$ cat src/leq_pkg.sv
// Shared types and result codes for the latency emulation queue.
package leq_pkg;

  typedef enum logic [1:0] {
    ST_IDLE,
    ST_PUSH,
    ST_FETCH
  } state_t;

  localparam logic [1:0] RES_STORED = 2'd0;
  localparam logic [1:0] RES_FULL   = 2'd1;
  localparam logic [1:0] RES_DUP    = 2'd2;
  localparam logic [1:0] RES_FETCH  = 2'd3;

  localparam logic ACT_PUSH  = 1'b0;
  localparam logic ACT_FETCH = 1'b1;

  typedef struct packed {
    logic capture;
    logic push_done;
    logic advance;
    logic fetch_done;
  } cmd_t;

  typedef struct packed {
    logic stale;
    logic out_free;
  } stat_t;

endpackage

$ cat src/leq_ctrl.sv
// Controller state machine for the latency emulation queue.
module leq_ctrl (
  input  logic            clk,
  input  logic            rst,
  input  logic            in_valid,
  output logic            in_ready,
  input  logic            action,
  input  leq_pkg::stat_t  stat,
  output leq_pkg::cmd_t   cmd
);

  leq_pkg::state_t state, state_next;

  always_ff @(posedge clk) begin
    if (rst) begin
      state <= leq_pkg::ST_IDLE;
    end else begin
      state <= state_next;
    end
  end

  always_comb begin
    state_next = state;
    in_ready   = 1'b0;
    cmd        = '0;
    case (state)
      leq_pkg::ST_IDLE: begin
        in_ready = 1'b1;
        if (in_valid) begin
          cmd.capture = 1'b1;
          state_next  = (action == leq_pkg::ACT_FETCH) ? leq_pkg::ST_FETCH
                                                       : leq_pkg::ST_PUSH;
        end
      end
      leq_pkg::ST_PUSH: begin
        if (stat.out_free) begin
          cmd.push_done = 1'b1;
          state_next    = leq_pkg::ST_IDLE;
        end
      end
      leq_pkg::ST_FETCH: begin
        // drop one stale head per cycle, then report the head
        if (stat.stale) begin
          cmd.advance = 1'b1;
        end else if (stat.out_free) begin
          cmd.fetch_done = 1'b1;
          state_next     = leq_pkg::ST_IDLE;
        end
      end
      default: begin
        state_next = leq_pkg::ST_IDLE;
      end
    endcase
  end

endmodule

$ cat config.mk
export PLATFORM = sky130hd
export DESIGN_NAME = leq_ctrl
export DESIGN_NICKNAME = d
export VERILOG_FILES = /design/src/leq_pkg.sv /design/src/leq_ctrl.sv
export SDC_FILE = /design/constraint.sdc
export NUM_CORES = 1
export LEC_CHECK = 0
export BUFFER_PORTS_ARGS = -buffer_cell sky130_fd_sc_hd__buf_2
export CAP_MARGIN = 30
export CORE_AREA = 8 8 45 47
export CTS_BUF_LIST = sky130_fd_sc_hd__clkbuf_8
export DETAILED_ROUTE_END_ITERATION = 6
export DIE_AREA = 0 0 53 55
export GPL_TIMING_DRIVEN = 0
export PLACE_DENSITY_LB_ADDON = 0.1
export SYNTH_ARGS = -nofsm -noshare
export SYNTH_HDL_FRONTEND = slang
export SYNTH_SLANG_ARGS = --single-unit
$ cat constraint.sdc
create_clock -name clk -period 3.5 [get_ports clk]
set_input_delay 0.7 -clock clk [delete_from_list [all_inputs] [get_ports clk]]
set_output_delay 0.7 -clock clk [all_outputs]
set_load 0.02 [all_outputs]
==> key figures <==
Final layout
  • Syn-to-layout area delta: 60.54%
  • Fillers: 162
  • Largest reg by FF count: state
  • Largest register FFs: 2
  • Sequential cell area: 40.04 µm²
  • Share of cells above drive strength 1: 0.4412
  • Final Util: 0.2134
  • Multi-input logic area: 136.4 µm²
  • Finished Cell Area: 295.3 µm²
  • Final net count: 45
  • Top flop regs: state x2
  • Antenna Diode Count: 0

Routing
  • Pre-Repair DR Iteration Count: 1
  • WL/cell: 9.460 µm
  • DRT iter0 DRCs: 0
  • Vias per Instance: 3.740
  • Post-DRT Antenna Nets: 0
  • DR vias: 187
  • DRC: 0
  • Final wirelength: 473 µm

Clock network
  • CTS root buf: clkbuf_8
  • CTS tree: yes
  • Hold buffer count at CTS: 0
  • Worst-path clk slew: 0.03 ns
  • Deepest clock path buffer count: 2
  • Clk Latency, worst-skew pair: 0.21 ns
  • Gates resized, CTS repair: 0
  • Clock buffer count from CTS: 3
  • Num Clock Sinks: 2
  • Post CTS Setup Buffer Count: 0
  • Total number of H-tree levels: 1

STA
  • Final setup fails: 0
  • Max-slew violations: 0
  • Unrepaired setup endpoints after global routing: false
  • Relative slew margins: 0.8491
  • Worst slew pin tran: 0.2246 ns
  • Hold Slack: 0.4974 ns
  • Final TNS setup: 0 ns
  • Tcrit/Tclk final: 0.5345
  • Min cycle time layout: 1.871 ns
  • Final Hold Fails: 0
  • Clock skew: 0.0008298 ns
  • Peak Freq: 534.6 MHz
  • Final worst setup slack: 1.629 ns

Pwr
  • Pleak: 0.1517 nW
  • P per Cell Area: 579.0 nW/µm²
  • Max IR drop VDD: 0.1317 mV

Global route
  • Antenna violations before repair: 0
  • Largest net degree at the start of global routing: 6
  • Total GRT Usage: 0.03873
  • Gr ovfl total: 0
  • First-pass GRT wire length: 814 µm
  • Vias in the first global route: 206

Synth
  • Cells after Synth: 21
  • Sequential share of the synthesized area: 0.2177
  • Synthesis Warnings: 0
  • Largest cells by area after synthesis: dfxtp_1 22%, ha_1 20%, and2_1 6.8%, and3b_2 5.4%, mux2i_1 5.4%
  • Distinct cells, synth: 16
  • Avg Inst Size Synth: 8.758 µm²
  • Flops & latches, synth: 2
  • Synth Net Count: 30
  • Proportion of netlist area held by the largest area contributor: 0.2177
  • Syn Std Cell Area: 183.9 µm²
  • Synth area leader: dfxtp_1

Setup path
  • Crit. Startpoint: state[0]
  • CP endpoint kind: output pin
  • Data arrival time of the critical path: 1.17 ns
  • Reg-to-Reg Start: state[0]
  • Worst Path Required: 2.80 ns
  • CP Class: reg -> out
  • CP startpoint kind: flip-flop
  • CP max FO: 3

Placement
  • Placed inst area: 254.0 µm²
  • PortBufs: 10
  • GPL Wtd Cong: 0.6370
  • Pre-CTS WS: 1.636 ns

Min path
  • Hold Crit Class: reg -> reg
  • HP Start: state[1]

Floorplan
  • I/O pin count: 11
  • Initial core utilization: 0.1329
  • Die area: 2915 µm²
  • Rows: 14
  • Chip height: 55 µm
  • Core ar.: 1384 µm²
  • Die W: 53 µm

Status
  • Outcome: finished, final reports clean

Run
  • Max cap viols: 0
==> worst paths after layout <==
check                   to  cells after the start  slack, ns
setup reg to reg  state[1]                      5       1.93
setup / recovery    cmd[0]                      4       1.63
hold reg to reg   state[1]                      2       0.50
hold / removal    state[1]                      2       0.50
==> kinds of logic (layout without fill, tap and decap cells) <==
| group | Yosys count | in the layout | synth area share |
|---|---|---|---|
| AOI/OAI and AO/OA | 2 | 2 | 0.06802 |
| adders and majority gates | 3 | 3 | 0.2041 |
| buffers and inverters | 2 | 15 | 0.04083 |
| DFF | 2 | 2 | 0.2177 |
| muxes | 1 | 1 | 0.05442 |
| and+or+nand+nor | 11 | 11 | 0.4150 |
==> layout make-up <==
type / instances / share of cell area
timing repair buffer: 10 / 0.1695
multi-input combinational: 17 / 0.4619
inverter: 2 / 0.02542
sequential: 2 / 0.1356
clock buffer: 3 / 0.1398
tap: 16 / 0.06780
==> routing by layer <==
layer,global-route usage,wire length [µm],vias up
met5,0,0,-
met2,0.05664,208,7
met4,0.02586,0,0
met1,0.03933,205,82
li1,-,-,98
met3,0.02674,59,0
==> cell usage after synthesis <==
| master | n |
|---|---|
| and2_4 | 1 |
| mux2i_1 | 1 |
| nand2_1 | 1 |
| nand2b_1 | 1 |
| or4_1 | 1 |
| dfxtp_1 | 2 |
| inv_1 | 2 |
| or3b_1 | 1 |
| and3b_2 | 1 |
| and2b_1 | 1 |
| nor3_1 | 1 |
| o31ai_1 | 1 |
| ha_1 | 3 |
| a21oi_1 | 1 |
| nor2b_1 | 1 |
| and2_1 | 2 |
==> critical path, stage by stage, from the launching register on <==
cell and delay (ns):
dfxtp_1 0.35, inv_1 0.07, ha_1 0.20, and3b_2 0.19
buf_2 0.15
==> cells in the final DEF, fill, tap and decap left out <==
cell and count:
nand2_1 1, clkbuf_8 3, ha_1 3, mux2i_1 1
buf_2 10, and2_1 2, or4_1 1, nor3_1 1
nor2b_1 1, and3b_2 1, a21oi_1 1, and2b_1 1
nand2b_1 1, inv_1 2, and2_4 1, o31ai_1 1
or3b_1 1, dfxtp_1 2
==> metrics by stage <==
step	std cells	power [mW]
finish	50	0.1710
global route	50	0.1842
CTS	50	0.1759
detailed placement	47	0.08492
global placement	47	0.08483
floorplan	21	0.06829
==> report_power, final <==
part	leakage, nW	total (mW)	internal (mW)	switching, mW
Sequential	0.0164	0.0302	0.0269	0.00329
Clock	0.0216	0.0883	0.0725	0.0158
Combinational	0.114	0.0525	0.0233	0.0292
Total	0.152	0.171	0.123	0.0483
Power figures use the tool's default switching activity.
